<file path="config.mk">
export PLATFORM = sky130hd
export DESIGN_NAME = battery_voltage_monitor_top
export DESIGN_NICKNAME = d
export VERILOG_FILES = /design/src/rtl/core/bvm_pkg.sv /design/src/rtl/core/bvm_front.sv /design/src/rtl/core/bvm_queue.sv /design/src/rtl/core/bvm_back.sv /design/src/rtl/core/battery_voltage_monitor_top.sv
export SDC_FILE = /design/constraint.sdc
export NUM_CORES = 2
export LEC_CHECK = 0
export ABC_AREA = 0
export BUFFER_PORTS_ARGS = -buffer_cell sky130_fd_sc_hd__buf_4
export CAP_MARGIN = 5
export CORE_UTILIZATION = 41
export CTS_BUF_LIST = sky130_fd_sc_hd__clkbuf_8
export CTS_CLUSTER_SIZE = 14
export DETAILED_ROUTE_END_ITERATION = 10
export GPL_TIMING_DRIVEN = 0
export PLACE_DENSITY = 0.55
export SLEW_MARGIN = 10
export SYNTH_ARGS = -nofsm -noshare
export SYNTH_HDL_FRONTEND = slang
export SYNTH_SLANG_ARGS = --single-unit
</file>
<file path="constraint.sdc">
create_clock -name clk -period 8.4 [get_ports clk]
set_input_delay 1.68 -clock clk [delete_from_list [all_inputs] [get_ports clk]]
set_output_delay 1.68 -clock clk [all_outputs]
set_load 0.005 [all_outputs]
</file>
<file path="src/rtl/core/bvm_pkg.sv">
// bvm_pkg: shared constants, types and state encodings for the battery voltage monitor
package bvm_pkg;

	localparam int BURST_SAMPLES = 5;
	localparam int MAX_VALID_MV  = 20000;
	localparam int ADC_BITS      = 12;
	localparam int SAMPLE_W      = 12;
	localparam int IDX_W         = (BURST_SAMPLES > 1) ? $clog2(BURST_SAMPLES) : 1;
	localparam int CNT_W         = $clog2(BURST_SAMPLES + 1);
	localparam int NOMINAL_TEMP  = 400;

	localparam logic [2:0] REG_GAIN     = 3'd0;
	localparam logic [2:0] REG_FLOODED  = 3'd1;
	localparam logic [2:0] REG_FALLBACK = 3'd2;
	localparam logic [2:0] REG_ALPHA    = 3'd3;
	localparam logic [2:0] REG_LOW      = 3'd4;
	localparam logic [2:0] REG_CRIT     = 3'd5;
	localparam logic [2:0] REG_HYST     = 3'd6;
	localparam logic [2:0] REG_MINCONN  = 3'd7;

	typedef struct packed {
		logic [23:0]        gain_q16;
		logic               flooded_mode;
		logic signed [11:0] fallback_temperature;
		logic [15:0]        alpha_q16;
		logic [15:0]        low_threshold_mv;
		logic [15:0]        critical_threshold_mv;
		logic [11:0]        hysteresis_mv;
		logic [15:0]        min_connected_mv;
	} cfg_t;

	typedef struct packed {
		logic        upd;
		logic [15:0] median;
	} q_entry_t;

	typedef enum logic [1:0] {F_IDLE, F_SCALE, F_PICK} front_state_t;
	typedef enum logic [1:0] {B_IDLE, B_MUL1, B_MUL2, B_SUM} back_state_t;

endpackage

</file>
<file path="src/rtl/core/bvm_front.sv">
// bvm_front: takes a burst, scales samples one per cycle, picks the median
module bvm_front (
	input  logic                            clk,
	input  logic                            arst_n,
	input  bvm_pkg::cfg_t                   cfg,
	input  logic                            in_valid,
	output logic                            in_stall,
	input  logic [bvm_pkg::SAMPLE_W-1:0]    samples [bvm_pkg::BURST_SAMPLES],
	input  logic                            temp_valid,
	input  logic signed [11:0]              temp_reading,
	output logic                            push,
	output bvm_pkg::q_entry_t               push_entry,
	input  logic                            q_full
);

	bvm_pkg::front_state_t state_q, state_nxt;
	logic [bvm_pkg::IDX_W-1:0]   idx_q;
	logic [bvm_pkg::ADC_BITS-1:0] raw_q [bvm_pkg::BURST_SAMPLES];
	logic [15:0]                 vals_q [bvm_pkg::BURST_SAMPLES];
	logic [bvm_pkg::BURST_SAMPLES-1:0] vld_q;
	logic signed [12:0]          adj_q;
	logic signed [11:0]          sensor_temp_q;
	logic                        have_sensor_q;

	logic               accept;
	logic signed [11:0] t_sel;
	logic signed [13:0] t_diff;
	logic signed [15:0] t_x3;
	logic signed [15:0] adj_full;
	logic [35:0]        prod;
	logic signed [21:0] mv;
	logic               mv_ok;
	logic [bvm_pkg::CNT_W-1:0] cnt;
	logic [bvm_pkg::CNT_W-1:0] rank [bvm_pkg::BURST_SAMPLES];
	logic [15:0]        median;
	logic               last;

	assign accept   = in_valid && !in_stall;
	assign in_stall = (state_q != bvm_pkg::F_IDLE);
	assign last     = (idx_q == bvm_pkg::IDX_W'(bvm_pkg::BURST_SAMPLES - 1));

	// a fresh sensor reading applies to the burst that carries it
	always_comb begin
		if (temp_valid)
			t_sel = temp_reading;
		else if (have_sensor_q)
			t_sel = sensor_temp_q;
		else
			t_sel = cfg.fallback_temperature;
		t_diff   = 14'(bvm_pkg::NOMINAL_TEMP) - 14'(t_sel);
		t_x3     = 16'(t_diff) * 16'sd3;
		adj_full = cfg.flooded_mode ? (t_x3 >>> 1) : 16'sd0;
	end

	always_comb begin
		prod  = 36'(raw_q[idx_q]) * 36'(cfg.gain_q16);
		mv    = 22'($signed({2'b00, prod[35:16]})) + 22'(adj_q);
		mv_ok = !mv[21] && (mv <= 22'(bvm_pkg::MAX_VALID_MV));
	end

	// rank with index tie-break gives a stable sort position for each valid sample
	always_comb begin
		cnt    = '0;
		median = '0;
		for (int i = 0; i < bvm_pkg::BURST_SAMPLES; i++)
			cnt = cnt + bvm_pkg::CNT_W'(vld_q[i]);
		for (int i = 0; i < bvm_pkg::BURST_SAMPLES; i++) begin
			rank[i] = '0;
			for (int j = 0; j < bvm_pkg::BURST_SAMPLES; j++)
				if (vld_q[j] && ((vals_q[j] < vals_q[i]) || (vals_q[j] == vals_q[i] && j < i)))
					rank[i] = rank[i] + 1'b1;
		end
		for (int i = 0; i < bvm_pkg::BURST_SAMPLES; i++)
			if (vld_q[i] && rank[i] == (cnt >> 1))
				median = vals_q[i];
	end

	always_comb begin
		state_nxt = state_q;
		unique case (state_q)
			bvm_pkg::F_IDLE:  if (accept) state_nxt = bvm_pkg::F_SCALE;
			bvm_pkg::F_SCALE: if (last) state_nxt = bvm_pkg::F_PICK;
			bvm_pkg::F_PICK:  if (!q_full) state_nxt = bvm_pkg::F_IDLE;
			default:          state_nxt = bvm_pkg::F_IDLE;
		endcase
	end

	always_comb begin
		push       = (state_q == bvm_pkg::F_PICK) && !q_full;
		push_entry = '{upd: (cnt != '0), median: median};
	end

	always_ff @(posedge clk or negedge arst_n) begin
		if (!arst_n) begin
			state_q       <= bvm_pkg::F_IDLE;
			idx_q         <= '0;
			have_sensor_q <= 1'b0;
			sensor_temp_q <= '0;
		end else begin
			state_q <= state_nxt;
			if (accept) begin
				idx_q <= '0;
				if (temp_valid) begin
					have_sensor_q <= 1'b1;
					sensor_temp_q <= temp_reading;
				end
			end else if (state_q == bvm_pkg::F_SCALE && !last) begin
				idx_q <= idx_q + 1'b1;
			end
		end
	end

	always_ff @(posedge clk) begin
		if (accept) begin
			adj_q <= 13'(adj_full);
			for (int i = 0; i < bvm_pkg::BURST_SAMPLES; i++)
				raw_q[i] <= samples[i][bvm_pkg::ADC_BITS-1:0];
		end
		if (state_q == bvm_pkg::F_SCALE) begin
			vals_q[idx_q] <= mv[15:0];
			vld_q[idx_q]  <= mv_ok;
		end
	end

endmodule

</file>
<file path="src/rtl/core/bvm_queue.sv">
// bvm_queue: two-entry word queue between front and back
module bvm_queue (
	input  logic              clk,
	input  logic              arst_n,
	input  logic              push,
	input  bvm_pkg::q_entry_t push_entry,
	output logic              full,
	input  logic              pop,
	output bvm_pkg::q_entry_t head,
	output logic              empty
);

	bvm_pkg::q_entry_t mem_q [2];
	logic       wr_q, rd_q;
	logic [1:0] cnt_q;

	assign full  = (cnt_q == 2'd2);
	assign empty = (cnt_q == 2'd0);
	assign head  = mem_q[rd_q];

	always_ff @(posedge clk or negedge arst_n) begin
		if (!arst_n) begin
			wr_q  <= 1'b0;
			rd_q  <= 1'b0;
			cnt_q <= '0;
		end else begin
			if (push) wr_q <= !wr_q;
			if (pop)  rd_q <= !rd_q;
			cnt_q <= cnt_q + 2'(push) - 2'(pop);
		end
	end

	always_ff @(posedge clk) begin
		if (push) mem_q[wr_q] <= push_entry;
	end

endmodule

</file>
<file path="src/rtl/core/bvm_back.sv">
// bvm_back: EMA update, hysteresis flags and output register
module bvm_back (
	input  logic              clk,
	input  logic              arst_n,
	input  bvm_pkg::cfg_t     cfg,
	input  logic              q_empty,
	input  bvm_pkg::q_entry_t head,
	output logic              pop,
	output logic              out_valid,
	input  logic              out_stall,
	output logic [15:0]       voltage_mv,
	output logic              updated,
	output logic              connected,
	output logic              is_low,
	output logic              is_critical,
	output logic              low_entered,
	output logic              critical_entered
);

	bvm_pkg::back_state_t state_q, state_nxt;
	bvm_pkg::q_entry_t ent_q;
	logic [31:0] smoothed_q;
	logic        have_q, low_flag_q, crit_flag_q;
	logic [48:0] p1_s1;
	logic [31:0] p2_s2;
	logic        out_valid_q;

	logic        out_free, fin;
	logic [49:0] sum;
	logic [31:0] s_new;
	logic        conn, low_n, crit_n, low_ev, crit_ev;
	logic [16:0] low_clr, crit_clr;

	assign out_free  = !out_valid_q || !out_stall;
	assign pop       = (state_q == bvm_pkg::B_IDLE) && !q_empty;
	assign fin       = (state_q == bvm_pkg::B_SUM) && out_free;
	assign out_valid = out_valid_q;

	always_comb begin
		sum      = 50'(p1_s1) + {2'b00, p2_s2, 16'h0000};
		if (!ent_q.upd)
			s_new = smoothed_q;
		else if (!have_q)
			s_new = {ent_q.median, 16'h0000};
		else
			s_new = sum[47:16];
		conn     = s_new > {cfg.min_connected_mv, 16'h0000};
		low_clr  = 17'(cfg.low_threshold_mv) + 17'(cfg.hysteresis_mv);
		crit_clr = 17'(cfg.critical_threshold_mv) + 17'(cfg.hysteresis_mv);
		low_n    = low_flag_q;
		crit_n   = crit_flag_q;
		low_ev   = 1'b0;
		crit_ev  = 1'b0;
		if (ent_q.upd) begin
			if (!conn) begin
				low_n  = 1'b0;
				crit_n = 1'b0;
			end else begin
				if (!low_flag_q && s_new < {cfg.low_threshold_mv, 16'h0000}) begin
					low_n  = 1'b1;
					low_ev = 1'b1;
				end else if (low_flag_q && {1'b0, s_new} > {low_clr, 16'h0000}) begin
					low_n = 1'b0;
				end
				if (!crit_flag_q && s_new < {cfg.critical_threshold_mv, 16'h0000}) begin
					crit_n  = 1'b1;
					crit_ev = 1'b1;
				end else if (crit_flag_q && {1'b0, s_new} > {crit_clr, 16'h0000}) begin
					crit_n = 1'b0;
				end
			end
		end
	end

	always_comb begin
		state_nxt = state_q;
		unique case (state_q)
			bvm_pkg::B_IDLE: if (!q_empty) state_nxt = bvm_pkg::B_MUL1;
			bvm_pkg::B_MUL1: state_nxt = bvm_pkg::B_MUL2;
			bvm_pkg::B_MUL2: state_nxt = bvm_pkg::B_SUM;
			bvm_pkg::B_SUM:  if (out_free) state_nxt = bvm_pkg::B_IDLE;
			default:         state_nxt = bvm_pkg::B_IDLE;
		endcase
	end

	always_ff @(posedge clk or negedge arst_n) begin
		if (!arst_n) begin
			state_q     <= bvm_pkg::B_IDLE;
			smoothed_q  <= '0;
			have_q      <= 1'b0;
			low_flag_q  <= 1'b0;
			crit_flag_q <= 1'b0;
			out_valid_q <= 1'b0;
		end else begin
			state_q <= state_nxt;
			if (fin) begin
				smoothed_q  <= s_new;
				have_q      <= have_q | ent_q.upd;
				low_flag_q  <= low_n;
				crit_flag_q <= crit_n;
				out_valid_q <= 1'b1;
			end else if (!out_stall) begin
				out_valid_q <= 1'b0;
			end
		end
	end

	always_ff @(posedge clk) begin
		if (pop) ent_q <= head;
		if (state_q == bvm_pkg::B_MUL1)
			p1_s1 <= 49'(smoothed_q) * 49'(17'h10000 - 17'(cfg.alpha_q16));
		if (state_q == bvm_pkg::B_MUL2)
			p2_s2 <= 32'(ent_q.median) * 32'(cfg.alpha_q16);
		if (fin) begin
			voltage_mv       <= s_new[31:16];
			updated          <= ent_q.upd;
			connected        <= conn;
			is_low           <= low_n;
			is_critical      <= crit_n;
			low_entered      <= low_ev;
			critical_entered <= crit_ev;
		end
	end

endmodule

</file>
<file path="src/rtl/core/battery_voltage_monitor_top.sv">
// battery_voltage_monitor_top: register file and front/queue/back assembly
//
//  channel | valid     | stall     | payload
//  input   | in_valid  | in_stall  | sample_0..sample_4, temp_valid, temp_reading
//  output  | out_valid | out_stall | voltage_mv, updated, connected, flags, events
//  config  | cfg_we    | -         | cfg_index, cfg_data
//
// The front takes a burst only when idle, then one sample per cycle goes through the
// single scaling multiplier, then the median pick, which waits while the queue is full.
// The back takes one word at a time: pop, two multiplies, then sum and flag update.
// A two-word queue sits between them; out_stall holds the back, and the front once the queue fills.
// Reset clears all filter state and loads the register defaults.
module battery_voltage_monitor_top (
	input  logic               clk,
	input  logic               arst_n,
	input  logic               cfg_we,
	input  logic [2:0]         cfg_index,
	input  logic [23:0]        cfg_data,
	input  logic               in_valid,
	output logic               in_stall,
	input  logic [11:0]        sample_0,
	input  logic [11:0]        sample_1,
	input  logic [11:0]        sample_2,
	input  logic [11:0]        sample_3,
	input  logic [11:0]        sample_4,
	input  logic               temp_valid,
	input  logic signed [11:0] temp_reading,
	output logic               out_valid,
	input  logic               out_stall,
	output logic [15:0]        voltage_mv,
	output logic               updated,
	output logic               connected,
	output logic               is_low,
	output logic               is_critical,
	output logic               low_entered,
	output logic               critical_entered
);

	bvm_pkg::cfg_t     cfg_q;
	bvm_pkg::q_entry_t push_entry, head;
	logic push, pop, q_full, q_empty;
	logic [11:0] all_samples [5];
	logic [bvm_pkg::SAMPLE_W-1:0] samples [bvm_pkg::BURST_SAMPLES];

	assign all_samples = '{sample_0, sample_1, sample_2, sample_3, sample_4};

	always_comb begin
		for (int i = 0; i < bvm_pkg::BURST_SAMPLES; i++)
			samples[i] = all_samples[i];
	end

	always_ff @(posedge clk or negedge arst_n) begin
		if (!arst_n) begin
			cfg_q.gain_q16              <= 24'd52813;
			cfg_q.flooded_mode          <= 1'b1;
			cfg_q.fallback_temperature  <= 12'sd400;
			cfg_q.alpha_q16             <= 16'd2149;
			cfg_q.low_threshold_mv      <= 16'd12000;
			cfg_q.critical_threshold_mv <= 16'd11500;
			cfg_q.hysteresis_mv         <= 12'd200;
			cfg_q.min_connected_mv      <= 16'd1000;
		end else if (cfg_we) begin
			unique case (cfg_index)
				bvm_pkg::REG_GAIN:     cfg_q.gain_q16              <= cfg_data;
				bvm_pkg::REG_FLOODED:  cfg_q.flooded_mode          <= cfg_data[0];
				bvm_pkg::REG_FALLBACK: cfg_q.fallback_temperature  <= cfg_data[11:0];
				bvm_pkg::REG_ALPHA:    cfg_q.alpha_q16             <= cfg_data[15:0];
				bvm_pkg::REG_LOW:      cfg_q.low_threshold_mv      <= cfg_data[15:0];
				bvm_pkg::REG_CRIT:     cfg_q.critical_threshold_mv <= cfg_data[15:0];
				bvm_pkg::REG_HYST:     cfg_q.hysteresis_mv         <= cfg_data[11:0];
				bvm_pkg::REG_MINCONN:  cfg_q.min_connected_mv      <= cfg_data[15:0];
				default: ;
			endcase
		end
	end

	bvm_front u_front (
		.clk          (clk),
		.arst_n       (arst_n),
		.cfg          (cfg_q),
		.in_valid     (in_valid),
		.in_stall     (in_stall),
		.samples      (samples),
		.temp_valid   (temp_valid),
		.temp_reading (temp_reading),
		.push         (push),
		.push_entry   (push_entry),
		.q_full       (q_full)
	);

	bvm_queue u_queue (
		.clk        (clk),
		.arst_n     (arst_n),
		.push       (push),
		.push_entry (push_entry),
		.full       (q_full),
		.pop        (pop),
		.head       (head),
		.empty      (q_empty)
	);

	bvm_back u_back (
		.clk              (clk),
		.arst_n           (arst_n),
		.cfg              (cfg_q),
		.q_empty          (q_empty),
		.head             (head),
		.pop              (pop),
		.out_valid        (out_valid),
		.out_stall        (out_stall),
		.voltage_mv       (voltage_mv),
		.updated          (updated),
		.connected        (connected),
		.is_low           (is_low),
		.is_critical      (is_critical),
		.low_entered      (low_entered),
		.critical_entered (critical_entered)
	);

endmodule

</file>
==> flow_summary.rst <==
.. list-table::
   :header-rows: 1

   * - Metric
     - Value
   * - Run status
     - finished, violations left
   * - Violated checks
     - negative setup slack
   * - Synthesis-to-finish area growth
     - 14.32%
   * - Clock tree from TritonCTS
     - built
   * - Starting utilization of the core area
     - 41.30%
   * - FF/Latch Area
     - around 13000 um2
   * - Commonest cells after routing, fill and taps aside
     - sky130_fd_sc_hd__inv_1, sky130_fd_sc_hd__nand2_1, sky130_fd_sc_hd__fa_1
   * - Site row count
     - 144
   * - Number of global-route vias before repair
     - ~50000
   * - Most used flip-flop cell after synthesis
     - sky130_fd_sc_hd__edfxtp_1
   * - Post-layout nets
     - 8670
   * - Type of the tightest min-delay check
     - register to register
   * - GRT Residual Overflow
     - 0
   * - Share of the clock period used by the worst path after layout
     - 110.8%
   * - Antenna violations before repair
     - 20
   * - Core box area
     - 154000 um2
   * - Worst slew margin relative to its limit
     - 19.96%
   * - Clock sink total
     - 468
   * - Share of the synthesized area in the top cell type
     - 27.19%
   * - Post-route worst setup slack
     - -0.9044 ns
   * - Final routed wire length divided by cell count
     - 21.28 um
   * - Post-Syn Area
     - between 60000 and 70000 um2
   * - Root buf cell
     - sky130_fd_sc_hd__clkbuf_8
   * - Top post-synthesis cells by area
     - sky130_fd_sc_hd__fa_1, sky130_fd_sc_hd__ha_1, sky130_fd_sc_hd__edfxtp_1, sky130_fd_sc_hd__inv_1, sky130_fd_sc_hd__nand2_1
   * - Maximum Capacitance Violations
     - 0
   * - Net count after synthesis
     - ~8300
   * - Async set-or-reset flop fraction in the synthesized netlist
     - 36.97%
   * - Leading cell type in the layout, fill and taps excluded
     - sky130_fd_sc_hd__inv_1
   * - Number of detailed-routing iterations run before antenna repair
     - 6
   * - Startpoint-to-endpoint class of the critical path
     - register to register
   * - Post-layout minimum cycle time
     - 9.304 ns
   * - Number of vias per cell
     - ~5.3
   * - Total count of max-transition violations in the final report
     - 0
   * - Synthesized area per cell
     - 9.697 um2
   * - Number of routed nets with antenna violations
     - 0
   * - Number of remaining DRC errors
     - 0
   * - Nature of the critical path endpoint
     - register
   * - Insertion delay to the later sink of the worst-skew pair
     - between 0.8 and 0.9 ns
   * - FF+latch count, synth
     - 468
   * - Ports placed on the boundary
     - 129
   * - Layout cells sized above 1
     - 13.76%
   * - Multi-input gate area
     - 46680 um2
   * - Die height
     - approximately 400 um
   * - Max Buffers Root-to-Sink
     - 3
   * - Width of the chip
     - 395.9 um
   * - Last weighted congestion value of the routability-driven placer
     - 0.9158
   * - Slowest cell on the critical path
     - sky130_fd_sc_hd__fa_1
   * - Filler instances
     - 14580
   * - Final-layout setup total negative slack
     - -19.31 ns
   * - Slew at the pin closest to its max-slew limit
     - 1.201 ns
   * - Maximum number of pins on one net before global-route repair
     - 101
   * - Type of origin of the critical path
     - register
   * - Final setup violation count
     - 38
   * - CTS Buf Count
     - 86
   * - Number of instances in the synthesized netlist
     - 6561
   * - Die area
     - 156800 um2
   * - Clock transition at the register clock pins on the worst setup and hold paths after CTS
     - 0.06 ns
   * - Most used cell, CP
     - sky130_fd_sc_hd__fa_1
   * - Achievable clock frequency
     - roughly 110 MHz
   * - Total vias in the final route
     - 47590
   * - Detailed router's first-iteration violation count
     - 2970
   * - Yosys Warn Count
     - 0
   * - Final HPWL from detailed placement
     - around 150 mm
   * - Arrival time of the worst setup path
     - 9.82 ns
   * - GRT Overall Usage
     - 24.80%
   * - Final Routed Wirelength
     - between 150 and 200 mm
   * - H-tree lvl count
     - 3
   * - Worst path max stage delay
     - 0.54 ns
   * - Crit path required time
     - 8.92 ns
   * - Count of flip-flops with a built-in enable after synthesis
     - 295
   * - Register area share after synthesis
     - about a fifth
   * - Count of final hold-check violations
     - 0
   * - Max Clock Skew
     - 0.08342 ns
   * - Maximum fanout count along the critical path
     - 6
   * - RSZ-0062 raised after global routing
     - yes
   * - Port bufs
     - 124
   * - Post-Place Setup Slack
     - -2.924 ns
   * - Post-synth top area cell
     - sky130_fd_sc_hd__fa_1
   * - Wire length of the first global-routing pass
     - 295.4 mm
   * - Distinct cells, synth
     - 97
==> layer usage <==
| layer | global-route usage [%] | up-vias | share of wire (%) |
|---|---|---|---|
| li1 | - | 21880 | - |
| met1 | 32.14 | 24130 | 42 |
| met2 | 42.51 | 1257 | 49 |
| met3 | 3.177 | 317 | 5.0 |
| met4 | 8.563 | 4 | 3.9 |
| met5 | 0 | - | 0.014 |
==> cells in the mapped netlist (13+ instances only) <==
library cell	instances
sky130_fd_sc_hd__nand4_1	58
sky130_fd_sc_hd__dfstp_2	42
sky130_fd_sc_hd__nor3_1	71
sky130_fd_sc_hd__a21o_1	99
sky130_fd_sc_hd__nand2_1	876
sky130_fd_sc_hd__xnor2_1	128
sky130_fd_sc_hd__dfrtp_1	131
sky130_fd_sc_hd__ha_1	778
sky130_fd_sc_hd__o21ai_0	132
sky130_fd_sc_hd__a22oi_1	14
sky130_fd_sc_hd__buf_1	18
sky130_fd_sc_hd__or3_1	16
sky130_fd_sc_hd__nand2b_1	40
sky130_fd_sc_hd__o21bai_1	32
sky130_fd_sc_hd__fa_1	864
sky130_fd_sc_hd__mux2i_1	55
sky130_fd_sc_hd__edfxtp_1	295
sky130_fd_sc_hd__o31ai_1	28
sky130_fd_sc_hd__nand3_1	48
sky130_fd_sc_hd__a21oi_1	202
sky130_fd_sc_hd__o21a_1	74
sky130_fd_sc_hd__mux2_2	143
sky130_fd_sc_hd__a311oi_1	18
sky130_fd_sc_hd__o211ai_1	17
sky130_fd_sc_hd__a31oi_1	20
sky130_fd_sc_hd__nor4_1	16
sky130_fd_sc_hd__xor2_1	50
sky130_fd_sc_hd__a211oi_1	23
sky130_fd_sc_hd__and2_1	416
sky130_fd_sc_hd__inv_1	1189
sky130_fd_sc_hd__clkbuf_1	242
sky130_fd_sc_hd__nor2b_1	48
sky130_fd_sc_hd__nor2_1	178
sky130_fd_sc_hd__and3_1	13
==> cell type report <==
cell class	count	area share, %
antenna	4	0.01376
buffer	264	2.145
clock buffer	91	1.722
clock inverter	67	0.8050
inverter	1189	6.162
multi-input combinational	4639	64.17
sequential	468	18.20
tap	2044	3.516
timing repair buffer	275	3.258
==> worst max-delay path: cells and delay by family, from the launching register on <==
kind                       cells  cell delay [ns]
adders and majority gates     10             4.46
AOI/OAI and AO/OA              6             1.10
xor gates and xnor gates       2             0.32
buffers and inverters         10             1.18
DFF                            1             0.38
and+or+nand+nor               10             1.57
==> stage by stage <==
| step | utilization, % | cell area [um2] | hold slack [ns] | std cells |
|---|---|---|---|---|
| 6_report | 47.22 | 72740 | 0.5081 | 9041 |
| 3_5_place_dp | 43.89 | 67610 | 0.4934 | 8744 |
| 5_1_grt | 47.22 | 72730 | 0.5132 | 9040 |
| 2_1_floorplan | - | 63830 | 0.4555 | 6561 |
| 4_1_cts | 46.67 | 71900 | 0.5084 | 9005 |
| 3_3_place_gp | 43.70 | 67310 | 0.4708 | 8729 |
==> flip-flops by register name (all words and copies together) (netlist names), 2 cells and up <==
register and flops:
u_back.p1_s1 32, u_front.vals_q 80, u_front.raw_q 60, u_front.state_q 2, u_back.ent_q 17, u_back.voltage_mv 16
u_back.state_q 2, u_queue.cnt_q 2, u_front.sensor_temp_q 12, u_back.p2_s2 32, u_front.adj_q 13, u_queue.mem_q 34
u_front.idx_q 3, cfg_q 113, u_back.smoothed_q 32, u_front.vld_q 5
==> timing repair <==
| action | in CTS | in global routing |
|---|---|---|
| endpoints found under the setup margin | 117 | 79 |
| pin swaps | 156 | 141 |
| resized for setup | 366 | 147 |
| hold buffers | 0 | 0 |
| setup buffers | 103 | 34 |
| gates cloned | 1 | 0 |
==> final timing paths <==
path | startpoint | endpoint | slack, ns | cells after the start
min in group asynchronous | arst_n | u_front.idx_q[1] | 0.70 | 1
min reg2reg | cfg_q[15] | cfg_q[15] | 0.51 | 1
max | cfg_q[61] | u_back.p1_s1[46] | -0.90 | 38
max in group asynchronous | arst_n | u_back.smoothed_q[2] | 6.50 | 3
max reg2reg | cfg_q[61] | u_back.p1_s1[46] | -0.90 | 38
min | cfg_q[15] | cfg_q[15] | 0.51 | 1
==> logic make-up after synthesis <==
| logic type | share of synthesized area [%] |
|---|---|
| AO/OA/AOI/OAI | 8.381 |
| adder cells (fa/ha/maj) | 42.48 |
| multiplexers | 3.432 |
| AND/OR/NAND/NOR | 13.80 |
| XOR/XNOR | 2.486 |
| flip-flops | 20.81 |
| buffers and inverters | 8.609 |
Power is left out: the tool's default activity adds up to more than one toggle a clock period on the data nets, which glitch-free logic cannot reach.
